### src/hdl/aalr_pkg.sv
package aalr_pkg;

    localparam int COORD_INT_BITS  = 12;
    localparam int COORD_FRAC_BITS = 4;
    localparam int SLOPE_FRAC_BITS = 16;
    localparam int COVERAGE_BITS   = 8;

    localparam int COORD_W = COORD_INT_BITS + COORD_FRAC_BITS;
    localparam int PIX_W   = COORD_INT_BITS + 1;
    localparam int SLOPE_W = SLOPE_FRAC_BITS + 2;
    localparam int ACC_W   = COORD_W + SLOPE_FRAC_BITS - COORD_FRAC_BITS + 2;
    localparam int D_W     = COORD_FRAC_BITS + 2;
    localparam int GAP_W   = COORD_FRAC_BITS + 1;
    localparam int FRAC_W  = SLOPE_FRAC_BITS + 1;
    localparam int DVD_W   = COORD_W + SLOPE_FRAC_BITS;
    localparam int DVS_W   = COORD_W;
    localparam int DIV_CNT_W = $clog2(DVD_W + 1);
    localparam int CT_W    = FRAC_W + GAP_W + COVERAGE_BITS + 1;
    localparam int C1_W    = FRAC_W + COVERAGE_BITS + 1;

    localparam int HALF_F  = (1 << COORD_FRAC_BITS) >> 1;
    localparam int COV_MAX = (1 << COVERAGE_BITS) - 1;
    localparam logic [FRAC_W-1:0] ONE_F = FRAC_W'(1) << SLOPE_FRAC_BITS;

    localparam logic KIND_NEW = 1'b0;
    localparam logic KIND_ADV = 1'b1;

    typedef enum logic [3:0] {
        ST_IDLE, ST_SETUP, ST_DIV, ST_ENDP,
        ST_E0, ST_E1, ST_E2, ST_E3, ST_A0, ST_A1
    } state_t;

    typedef enum logic [2:0] {
        SEL_E0_LO, SEL_E0_HI, SEL_E1_LO, SEL_E1_HI, SEL_ADV_LO, SEL_ADV_HI
    } emit_sel_t;

    typedef struct packed {
        logic      load_raw;
        logic      setup;
        logic      endp;
        logic      emit;
        emit_sel_t sel;
        logic      adv_step;
    } cmd_t;

    typedef struct packed {
        logic div_busy;
        logic active;
        logic out_free;
    } status_t;

    // Endpoint coverage from a Q.16 fraction and a gap given in coordinate units.
    function automatic logic [COVERAGE_BITS-1:0] cov_two(input logic [FRAC_W-1:0] a,
                                                         input logic [GAP_W-1:0] g);
        logic [CT_W-1:0] prod;
        logic [CT_W-1:0] sh;
        prod = CT_W'(a) * CT_W'(g) * CT_W'(COV_MAX)
             + (CT_W'(1) << (SLOPE_FRAC_BITS + COORD_FRAC_BITS - 1));
        sh = prod >> (SLOPE_FRAC_BITS + COORD_FRAC_BITS);
        if (sh > CT_W'(COV_MAX))
            return COVERAGE_BITS'(COV_MAX);
        return sh[COVERAGE_BITS-1:0];
    endfunction

    function automatic logic [COVERAGE_BITS-1:0] cov_one(input logic [FRAC_W-1:0] f);
        logic [C1_W-1:0] prod;
        logic [C1_W-1:0] sh;
        prod = C1_W'(f) * C1_W'(COV_MAX) + (C1_W'(1) << (SLOPE_FRAC_BITS - 1));
        sh = prod >> SLOPE_FRAC_BITS;
        if (sh > C1_W'(COV_MAX))
            return COVERAGE_BITS'(COV_MAX);
        return sh[COVERAGE_BITS-1:0];
    endfunction

endpackage

### src/hdl/aalr_div.sv
module aalr_div
    import aalr_pkg::*;
(
    input  logic             clk,
    input  logic             rst_n,
    input  logic             start,
    input  logic [DVD_W-1:0] dividend,
    input  logic [DVS_W-1:0] divisor,
    output logic             busy,
    output logic [DVD_W-1:0] quotient
);

    logic [DVS_W:0]         rem_reg, rem_next;
    logic [DVD_W-1:0]       quo_reg, quo_next;
    logic [DVS_W-1:0]       dvs_reg, dvs_next;
    logic [DIV_CNT_W-1:0]   cnt_reg, cnt_next;
    logic                   busy_reg, busy_next;
    logic [DVS_W:0]         shifted;
    logic [DVS_W+1:0]       trial;
    logic                   ge;

    always_comb
    begin
        shifted = {rem_reg[DVS_W-1:0], quo_reg[DVD_W-1]};
        trial   = {1'b0, shifted} - {2'b0, dvs_reg};
        ge      = !trial[DVS_W+1];
        rem_next  = rem_reg;
        quo_next  = quo_reg;
        dvs_next  = dvs_reg;
        cnt_next  = cnt_reg;
        busy_next = busy_reg;
        if (start)
        begin
            rem_next  = '0;
            quo_next  = dividend;
            dvs_next  = divisor;
            cnt_next  = DIV_CNT_W'(DVD_W);
            busy_next = 1'b1;
        end
        else if (busy_reg)
        begin
            rem_next  = ge ? trial[DVS_W:0] : shifted;
            quo_next  = {quo_reg[DVD_W-2:0], ge};
            cnt_next  = cnt_reg - DIV_CNT_W'(1);
            busy_next = cnt_reg != DIV_CNT_W'(1);
        end
    end

    always_ff @(posedge clk or negedge rst_n)
    begin
        if (!rst_n)
        begin
            cnt_reg  <= '0;
            busy_reg <= 1'b0;
        end
        else
        begin
            cnt_reg  <= cnt_next;
            busy_reg <= busy_next;
        end
    end

    always_ff @(posedge clk)
    begin
        rem_reg <= rem_next;
        quo_reg <= quo_next;
        dvs_reg <= dvs_next;
    end

    assign busy     = busy_reg;
    assign quotient = quo_reg;

endmodule

### src/hdl/aalr_dp.sv
module aalr_dp
    import aalr_pkg::*;
(
    input  logic                     clk,
    input  logic                     rst_n,
    input  cmd_t                     cmd,
    output status_t                  status,
    input  logic [COORD_W-1:0]       start_x,
    input  logic [COORD_W-1:0]       start_y,
    input  logic [COORD_W-1:0]       end_x,
    input  logic [COORD_W-1:0]       end_y,
    output logic                     out_valid,
    input  logic                     out_ready,
    output logic [PIX_W-1:0]         pixel_x,
    output logic [PIX_W-1:0]         pixel_y,
    output logic [COVERAGE_BITS-1:0] coverage,
    output logic                     last,
    output logic                     line_done
);

    function automatic logic signed [ACC_W-1:0] end_minor(input logic [COORD_W-1:0] x,
                                                          input logic [COORD_W-1:0] y,
                                                          input logic signed [SLOPE_W-1:0] s);
        logic [COORD_W:0]              xh;
        logic [PIX_W-1:0]              xr;
        logic signed [COORD_W+1:0]     dl;
        logic signed [D_W-1:0]         d;
        logic signed [SLOPE_W+D_W-1:0] p;
        logic signed [ACC_W-1:0]       pe;
        logic signed [ACC_W-1:0]       yb;
        xh = {1'b0, x} + (COORD_W+1)'(HALF_F);
        xr = xh[COORD_W:COORD_FRAC_BITS];
        dl = signed'({1'b0, xr, {COORD_FRAC_BITS{1'b0}}}) - signed'({2'b0, x});
        d  = dl[D_W-1:0];
        p  = s * d;
        pe = ACC_W'(p) >>> COORD_FRAC_BITS;
        yb = signed'({2'b0, y, {(SLOPE_FRAC_BITS-COORD_FRAC_BITS){1'b0}}});
        return yb + pe;
    endfunction

    logic [COORD_W-1:0] rx0_reg, ry0_reg, rx1_reg, ry1_reg;
    logic [COORD_W-1:0] x0_reg, y0_reg, x1_reg, y1_reg;
    logic               steep_reg, neg_reg, dxz_reg;
    logic               active_reg, active_next;
    logic [PIX_W-1:0]   column_reg, column_next;
    logic [PIX_W-1:0]   stop_reg, stop_next;
    logic signed [ACC_W-1:0]   accum_reg, accum_next;
    logic signed [SLOPE_W-1:0] slope_reg, slope_next;
    logic signed [ACC_W-1:0]   ye0_reg, ye1_reg;
    logic [PIX_W-1:0]   xp0_reg, xp1_reg;
    logic [GAP_W-1:0]   g0_reg, g1_reg;
    logic               done_reg;

    logic               ov_reg, ov_next;
    logic [PIX_W-1:0]   px_reg, py_reg;
    logic [COVERAGE_BITS-1:0] cov_reg;
    logic               last_reg, ldone_reg;

    // Setup: major axis, endpoint order, divider operands.
    logic [COORD_W-1:0] adx, ady, ax0, ay0, ax1, ay1, ox0, oy0, ox1, oy1, ody;
    logic               steep_w, swap_w, neg_w;
    logic [DVD_W-1:0]   dividend;
    logic [DVS_W-1:0]   divisor;
    logic               div_busy;
    logic [DVD_W-1:0]   quotient;

    always_comb
    begin
        adx = (rx1_reg >= rx0_reg) ? rx1_reg - rx0_reg : rx0_reg - rx1_reg;
        ady = (ry1_reg >= ry0_reg) ? ry1_reg - ry0_reg : ry0_reg - ry1_reg;
        steep_w = ady > adx;
        ax0 = steep_w ? ry0_reg : rx0_reg;
        ay0 = steep_w ? rx0_reg : ry0_reg;
        ax1 = steep_w ? ry1_reg : rx1_reg;
        ay1 = steep_w ? rx1_reg : ry1_reg;
        swap_w = ax0 > ax1;
        ox0 = swap_w ? ax1 : ax0;
        oy0 = swap_w ? ay1 : ay0;
        ox1 = swap_w ? ax0 : ax1;
        oy1 = swap_w ? ay0 : ay1;
        neg_w = oy1 < oy0;
        ody = neg_w ? oy0 - oy1 : oy1 - oy0;
        dividend = {ody, {SLOPE_FRAC_BITS{1'b0}}};
        divisor  = ox1 - ox0;
    end

    aalr_div u_div (
        .clk      (clk),
        .rst_n    (rst_n),
        .start    (cmd.setup),
        .dividend (dividend),
        .divisor  (divisor),
        .busy     (div_busy),
        .quotient (quotient)
    );

    // Endpoint evaluation once the slope is known.
    logic signed [SLOPE_W-1:0] slope_w;
    logic signed [ACC_W-1:0]   ye0_w, ye1_w;
    logic [COORD_W:0]          xh0, xh1;
    logic [PIX_W-1:0]          xp0_w, xp1_w, col0_w;

    always_comb
    begin
        if (dxz_reg)
            slope_w = signed'(SLOPE_W'(ONE_F));
        else if (neg_reg)
            slope_w = -signed'(quotient[SLOPE_W-1:0]);
        else
            slope_w = signed'(quotient[SLOPE_W-1:0]);
        ye0_w  = end_minor(x0_reg, y0_reg, slope_w);
        ye1_w  = end_minor(x1_reg, y1_reg, slope_w);
        xh0    = {1'b0, x0_reg} + (COORD_W+1)'(HALF_F);
        xh1    = {1'b0, x1_reg} + (COORD_W+1)'(HALF_F);
        xp0_w  = xh0[COORD_W:COORD_FRAC_BITS];
        xp1_w  = xh1[COORD_W:COORD_FRAC_BITS];
        col0_w = xp0_w + PIX_W'(1);
    end

    // Result selection.
    logic [PIX_W-1:0]         major_w, minor_w, col1_w, ip_w;
    logic [COVERAGE_BITS-1:0] cov_w;
    logic                     last_w, done_w, adv_more;
    logic [FRAC_W-1:0]        fr_w, fy0_w, fy1_w;

    always_comb
    begin
        col1_w   = column_reg + PIX_W'(1);
        adv_more = col1_w < stop_reg;
        ip_w     = accum_reg[SLOPE_FRAC_BITS+PIX_W-1:SLOPE_FRAC_BITS];
        fr_w     = {1'b0, accum_reg[SLOPE_FRAC_BITS-1:0]};
        fy0_w    = {1'b0, ye0_reg[SLOPE_FRAC_BITS-1:0]};
        fy1_w    = {1'b0, ye1_reg[SLOPE_FRAC_BITS-1:0]};
        major_w  = column_reg;
        minor_w  = ip_w;
        cov_w    = cov_one(ONE_F - fr_w);
        last_w   = 1'b0;
        done_w   = done_reg;
        case (cmd.sel)
            SEL_E0_LO:
            begin
                major_w = xp0_reg;
                minor_w = ye0_reg[SLOPE_FRAC_BITS+PIX_W-1:SLOPE_FRAC_BITS];
                cov_w   = cov_two(ONE_F - fy0_w, g0_reg);
            end
            SEL_E0_HI:
            begin
                major_w = xp0_reg;
                minor_w = ye0_reg[SLOPE_FRAC_BITS+PIX_W-1:SLOPE_FRAC_BITS] + PIX_W'(1);
                cov_w   = cov_two(fy0_w, g0_reg);
            end
            SEL_E1_LO:
            begin
                major_w = xp1_reg;
                minor_w = ye1_reg[SLOPE_FRAC_BITS+PIX_W-1:SLOPE_FRAC_BITS];
                cov_w   = cov_two(ONE_F - fy1_w, g1_reg);
            end
            SEL_E1_HI:
            begin
                major_w = xp1_reg;
                minor_w = ye1_reg[SLOPE_FRAC_BITS+PIX_W-1:SLOPE_FRAC_BITS] + PIX_W'(1);
                cov_w   = cov_two(fy1_w, g1_reg);
                last_w  = 1'b1;
            end
            SEL_ADV_LO:
            begin
                done_w = !adv_more;
            end
            SEL_ADV_HI:
            begin
                minor_w = ip_w + PIX_W'(1);
                cov_w   = cov_one(fr_w);
                last_w  = 1'b1;
                done_w  = !adv_more;
            end
            default:
            begin
                last_w = 1'b0;
            end
        endcase
    end

    always_comb
    begin
        active_next = active_reg;
        column_next = column_reg;
        stop_next   = stop_reg;
        accum_next  = accum_reg;
        slope_next  = slope_reg;
        if (cmd.endp)
        begin
            slope_next  = slope_w;
            accum_next  = ye0_w + ACC_W'(slope_w);
            column_next = col0_w;
            stop_next   = xp1_w;
            active_next = col0_w < xp1_w;
        end
        else if (cmd.adv_step)
        begin
            accum_next  = accum_reg + ACC_W'(slope_reg);
            column_next = col1_w;
            active_next = adv_more;
        end
        ov_next = cmd.emit ? 1'b1 : (out_ready ? 1'b0 : ov_reg);
    end

    always_ff @(posedge clk or negedge rst_n)
    begin
        if (!rst_n)
        begin
            active_reg <= 1'b0;
            column_reg <= '0;
            stop_reg   <= '0;
            accum_reg  <= '0;
            slope_reg  <= '0;
            ov_reg     <= 1'b0;
        end
        else
        begin
            active_reg <= active_next;
            column_reg <= column_next;
            stop_reg   <= stop_next;
            accum_reg  <= accum_next;
            slope_reg  <= slope_next;
            ov_reg     <= ov_next;
        end
    end

    always_ff @(posedge clk)
    begin
        if (cmd.load_raw)
        begin
            rx0_reg <= start_x;
            ry0_reg <= start_y;
            rx1_reg <= end_x;
            ry1_reg <= end_y;
        end
        if (cmd.setup)
        begin
            x0_reg    <= ox0;
            y0_reg    <= oy0;
            x1_reg    <= ox1;
            y1_reg    <= oy1;
            steep_reg <= steep_w;
            neg_reg   <= neg_w;
            dxz_reg   <= ox1 == ox0;
        end
        if (cmd.endp)
        begin
            ye0_reg  <= ye0_w;
            ye1_reg  <= ye1_w;
            xp0_reg  <= xp0_w;
            xp1_reg  <= xp1_w;
            g0_reg   <= GAP_W'(1 << COORD_FRAC_BITS) - GAP_W'(xh0[COORD_FRAC_BITS-1:0]);
            g1_reg   <= GAP_W'(xh1[COORD_FRAC_BITS-1:0]);
            done_reg <= !(col0_w < xp1_w);
        end
        if (cmd.emit)
        begin
            px_reg    <= steep_reg ? minor_w : major_w;
            py_reg    <= steep_reg ? major_w : minor_w;
            cov_reg   <= cov_w;
            last_reg  <= last_w;
            ldone_reg <= done_w;
        end
    end

    assign status.div_busy = div_busy;
    assign status.active   = active_reg;
    assign status.out_free = !ov_reg || out_ready;

    assign out_valid = ov_reg;
    assign pixel_x   = px_reg;
    assign pixel_y   = py_reg;
    assign coverage  = cov_reg;
    assign last      = last_reg;
    assign line_done = ldone_reg;

endmodule

### src/hdl/aalr_ctrl.sv
module aalr_ctrl
    import aalr_pkg::*;
(
    input  logic    clk,
    input  logic    rst_n,
    input  logic    in_valid,
    output logic    in_ready,
    input  logic    kind,
    input  status_t status,
    output cmd_t    cmd
);

    state_t state_reg, state_next;
    logic   accept;

    assign accept = in_valid && (state_reg == ST_IDLE);

    always_comb
    begin
        state_next = state_reg;
        case (state_reg)
            ST_IDLE:
            begin
                if (accept && kind == KIND_NEW)
                    state_next = ST_SETUP;
                else if (accept && status.active)
                    state_next = ST_A0;
            end
            ST_SETUP: state_next = ST_DIV;
            ST_DIV:   if (!status.div_busy) state_next = ST_ENDP;
            ST_ENDP:  state_next = ST_E0;
            ST_E0:    if (status.out_free) state_next = ST_E1;
            ST_E1:    if (status.out_free) state_next = ST_E2;
            ST_E2:    if (status.out_free) state_next = ST_E3;
            ST_E3:    if (status.out_free) state_next = ST_IDLE;
            ST_A0:    if (status.out_free) state_next = ST_A1;
            ST_A1:    if (status.out_free) state_next = ST_IDLE;
            default:  state_next = ST_IDLE;
        endcase
    end

    always_comb
    begin
        cmd          = '0;
        cmd.sel      = SEL_ADV_LO;
        in_ready     = state_reg == ST_IDLE;
        cmd.load_raw = accept && kind == KIND_NEW;
        case (state_reg)
            ST_SETUP: cmd.setup = 1'b1;
            ST_ENDP:  cmd.endp  = 1'b1;
            ST_E0:
            begin
                cmd.emit = status.out_free;
                cmd.sel  = SEL_E0_LO;
            end
            ST_E1:
            begin
                cmd.emit = status.out_free;
                cmd.sel  = SEL_E0_HI;
            end
            ST_E2:
            begin
                cmd.emit = status.out_free;
                cmd.sel  = SEL_E1_LO;
            end
            ST_E3:
            begin
                cmd.emit = status.out_free;
                cmd.sel  = SEL_E1_HI;
            end
            ST_A0:
            begin
                cmd.emit = status.out_free;
                cmd.sel  = SEL_ADV_LO;
            end
            ST_A1:
            begin
                cmd.emit     = status.out_free;
                cmd.sel      = SEL_ADV_HI;
                cmd.adv_step = status.out_free;
            end
            default:
            begin
                cmd.setup = 1'b0;
            end
        endcase
    end

    always_ff @(posedge clk or negedge rst_n)
    begin
        if (!rst_n)
            state_reg <= ST_IDLE;
        else
            state_reg <= state_next;
    end

endmodule

### src/hdl/antialiased_line_rasterizer.sv
// Channel  | handshake           | payload
// ---------+---------------------+--------------------------------------------
// input    | in_valid, in_ready  | kind, start_x, start_y, end_x, end_y
// output   | out_valid, out_ready| pixel_x, pixel_y, coverage, last, line_done
//
// A new-line item is captured, then its endpoints are ordered and the divider
// started, the bit-serial slope divider computes the slope, the endpoint rows
// are evaluated, and then four results are emitted.
// An advance item on a line in progress emits two results.
// Reset (rst_n, asynchronous) leaves no line in progress.
// A stalled output holds the sequencer in place; one item is in work at a time.
module antialiased_line_rasterizer
    import aalr_pkg::*;
(
    input  logic                     clk,
    input  logic                     rst_n,
    input  logic                     in_valid,
    output logic                     in_ready,
    input  logic                     kind,
    input  logic [COORD_W-1:0]       start_x,
    input  logic [COORD_W-1:0]       start_y,
    input  logic [COORD_W-1:0]       end_x,
    input  logic [COORD_W-1:0]       end_y,
    output logic                     out_valid,
    input  logic                     out_ready,
    output logic [PIX_W-1:0]         pixel_x,
    output logic [PIX_W-1:0]         pixel_y,
    output logic [COVERAGE_BITS-1:0] coverage,
    output logic                     last,
    output logic                     line_done
);

    cmd_t    cmd;
    status_t status;

    aalr_ctrl u_ctrl (
        .clk      (clk),
        .rst_n    (rst_n),
        .in_valid (in_valid),
        .in_ready (in_ready),
        .kind     (kind),
        .status   (status),
        .cmd      (cmd)
    );

    aalr_dp u_dp (
        .clk       (clk),
        .rst_n     (rst_n),
        .cmd       (cmd),
        .status    (status),
        .start_x   (start_x),
        .start_y   (start_y),
        .end_x     (end_x),
        .end_y     (end_y),
        .out_valid (out_valid),
        .out_ready (out_ready),
        .pixel_x   (pixel_x),
        .pixel_y   (pixel_y),
        .coverage  (coverage),
        .last      (last),
        .line_done (line_done)
    );

    // An advance with no line in progress produces nothing.
    assert property (@(posedge clk) disable iff (!rst_n)
        (in_valid && in_ready && kind == KIND_ADV && !status.active) |=> in_ready)
        else $error("idle advance item did not complete at once");

    assert property (@(posedge clk) disable iff (!rst_n)
        (in_valid && in_ready && kind == KIND_NEW) |=> !in_ready)
        else $error("new-line item did not start setup");

    assert property (@(posedge clk) disable iff (!rst_n)
        in_ready |-> !status.div_busy)
        else $error("divider busy while taking items");

endmodule
### config.mk
export PLATFORM = sky130hd
export DESIGN_NAME = antialiased_line_rasterizer
export DESIGN_NICKNAME = d
export VERILOG_FILES = /design/src/hdl/aalr_pkg.sv /design/src/hdl/aalr_div.sv /design/src/hdl/aalr_dp.sv /design/src/hdl/aalr_ctrl.sv /design/src/hdl/antialiased_line_rasterizer.sv
export SDC_FILE = /design/constraint.sdc
export NUM_CORES = 2
export LEC_CHECK = 0
export BUFFER_PORTS_ARGS = -buffer_cell sky130_fd_sc_hd__buf_2
export CAP_MARGIN = 20
export CORE_MARGIN = 2
export CORE_UTILIZATION = 67
export DETAILED_ROUTE_END_ITERATION = 7
export GPL_TIMING_DRIVEN = 0
export PLACE_DENSITY = 0.84
export SYNTH_ARGS = -nofsm -noshare
export SYNTH_HDL_FRONTEND = slang
export SYNTH_HIERARCHICAL = 1
export SYNTH_SLANG_ARGS = --single-unit
### constraint.sdc
create_clock -name clk -period 14.65 [get_ports clk]
set_input_delay 0 -clock clk [delete_from_list [all_inputs] [get_ports clk]]
set_output_delay 0 -clock clk [all_outputs]
set_load 0.02 [all_outputs]
==> results.md <==
- Rows: 116
- Detail Route Antenna Nets: 0
- Total CTS buffers: 44
- Final WL: 181700 µm
- Status: finished clean
- Nets: 9354
- WS Path Type: flip-flop to flip-flop
- Filler cells: 7402
- CP Launch Type: flip-flop
- Remaining DRCs: 0
- Hpwl dp: 150800 µm
- Type of destination of the critical path: flip-flop
- Die X: 321.6 µm
- Placed Area: 70110 µm²
- Area occupied by registers: 11750 µm²
- Clock transition at path regs: 0.06 ns
- Async SR Flop Fraction: 20.92%
- RSZ-0062 raised after global routing: no
- Slew HR: 24.71%
- I/O pin count: 107
- CTS root buf: clkbuf_16
- Hold Crit Endpoint: u_dp/rx0_reg[12]
- Synth-to-layout area growth: 7.210%
- Setup Viol. Count Final: 0
- Synthesis Warnings: 6
- TritonCTS clock tree: built
- Clock Path Buffers: 3
- Worst Hold Launch: start_x[12]
- Minimum clock period: 14.15 ns
- Slew Viols, Final: 0
- Register bit total from synthesis: 411
- Hold path cells: 2
- First-pass GRT wire length: 290100 µm
- Depth of the CTS H-tree: 2
- Grt total ovfl: 0
- Syn_area_per_cell: 9.166 µm²
- Mapped Area: 67570 µm²
- Reg2reg end: u_dp/u_div/quotient[29]
- Max reg flops: 32
- Endpoints failing hold: 0
- Layout cell share with drive strength beyond 1: 4.838%
- All-Layer GR Usage: 35.34%
- Avg WL per Cell: 20.26 µm
- Distinct cells, synth: 96
- Cells after synthesis: 7372
- Routability cong.: 1.004
- Max-Cap Viols: 0
- CP peak stage delay: 0.59 ns
- Clock sink count: 411
- Cell mode on critical path: a21o_1
- IO buf count: 106
- Layout Cell Area excl Fill: 72440 µm²
- Initial antenna violation count: 2
- FMAX: 70.66 MHz
- EDFF count, synth: 309
- CP max stage cell: edfxtp_1
- Die area: 103400 µm²
- Vias in the first global route: 55590
- CP required: 15.05 ns
- R2R Setup Slk: 0.50 ns
- Post-CTS setup buffer count: 0
- Largest net degree at the start of global routing: 65
- DRT Pass-1 Iters: 6
- Area of the multi-input gates: 49750 µm²
- Vias post-DR: 54350
- Slew @ Worst Pin: 1.129 ns
- Worst hold path type: input pin to flip-flop
- FF-to-FF path depth: 53
- Sequential-to-total area share from yosys stat: 17.39%
- Drt via density: 6.061
- Fin crit share: 96.60%
- CORE AREA: 100000 µm²
- Leading register cell type out of synthesis: edfxtp_1
- Max Clock Skew: 0.04430 ns
- Worst EP arrival: 14.55 ns
- Starting Density: 67.57%
- Die Height: 321.6 µm
- Clk_lat worst skew: 0.65 ns
- CP Max Fanout: 19
- Drt initial violations: 4798
- Worst R2R Start: u_dp/rx1_reg[0]
==> layout make-up <==
type                       instances  share of cell area [%]
clock buffer                      51                   1.584
sequential                       411                   16.22
clock inverter                    29                  0.5130
multi-input combinational       5335                   68.67
antenna                            1                0.003454
inverter                        1431                   7.415
timing repair buffer             204                   2.168
buffer                           208                   1.183
tap                             1298                   2.242
==> routing by layer <==
layer	track usage (%)	vias to the layer above	part of all wire (%)
li1	-	24880	-
met1	43.34	26590	38
met2	60.42	2292	48
met3	5.005	595	7.0
met4	18.93	4	6.2
met5	0	-	0.013
==> worst max-delay path by stage <==
stage,from,end,cells after the start
after global routing,u_dp/rx1_reg[0],u_dp/u_div/quotient[22],53
after CTS,u_dp/rx1_reg[0],u_dp/u_div/quotient[22],54
final,u_dp/rx1_reg[0],u_dp/u_div/quotient[29],53
after floorplan,u_dp/rx1_reg[0],u_dp/u_div/quotient[22],55
after detailed placement,u_dp/rx1_reg[0],u_dp/u_div/quotient[29],55
after global placement,u_ctrl/state_reg[0],u_dp/u_div/quotient[27],5
==> cells in the mapped netlist, types with 173 or more instances <==
| master | number | area (µm²) |
|---|---|---|
| a21oi_1 | 400 | 2002 |
| and2_1 | 204 | 1276 |
| edfxtp_1 | 309 | 9279 |
| fa_1 | 798 | 15980 |
| ha_1 | 852 | 10660 |
| inv_1 | 1423 | 5341 |
| mux2i_1 | 173 | 1732 |
| nand2_1 | 546 | 2049 |
| nor2_1 | 363 | 1363 |
| o21ai_0 | 259 | 1296 |
| xnor2_1 | 274 | 2400 |
| xor2_1 | 193 | 1690 |
==> kinds of logic (layout without fill, tap and decap cells) <==
logic type	count (synthesis)	in the layout	synth area share (%)
mux	236	236	3.613
xor+xnor	467	467	6.053
buf+inv	1641	1923	9.182
simple gates	1645	1645	11.66
fa+ha+maj	1651	1651	39.43
other cells	1	17	0.005550
flops	411	411	17.39
compound gates	1320	1320	12.66
==> worst max-delay path, delay by kind of cell, from the launching register on <==
family | cells | cell delay, ns
simple gates | 6 | 1.25
mux | 4 | 1.48
compound gates | 24 | 5.72
xor+xnor | 2 | 0.30
fa+ha+maj | 5 | 1.39
flops | 1 | 0.59
buf+inv | 12 | 3.16
==> what timing repair did <==
action,in CTS,in global routing
resized for setup,16,26
endpoints found under the hold margin,154,0
setup endpoints to repair,16,15
hold buffers,71,0
==> stage by stage <==
| step | worst slack [ns] | utilization (%) | setup TNS (ns) | hold slack (ns) | cells |
|---|---|---|---|---|---|
| finish | 0.4981 | 72.44 | 0 | 0.07942 | 8968 |
| global placement | -2.269 | 69.78 | -122.48 | 0.1760 | 8791 |
| global route | 0.07441 | 72.44 | 0 | 0.08347 | 8967 |
| CTS | 0.08992 | 72.37 | 0 | 0.06298 | 8965 |
| detailed placement | -1.931 | 70.11 | -25.60 | -0.05152 | 8816 |
| floorplan | 2.640 | - | 0 | -0.2956 | 7387 |
==> cell usage in the layout (no fill, tap or decap), drive strengths merged, types with 52 or more instances in the layout <==
cell	n
inv	1428
ha	852
fa	798
nand2	546
a21oi	400
nor2	364
edfxtp	309
xnor2	274
o21ai	266
clkbuf	218
and2	204
xor2	193
buf	175
mux2i	173
a21o	165
nand3	101
nor3	100
dfrtp	86
dlygate4sd3	70
mux2	63
and3	58
nand2b	54
o21a	53
nor2b	52
Power is not shown: default switching activity piles up to over one toggle a cycle in this logic, so the estimate is an artifact.
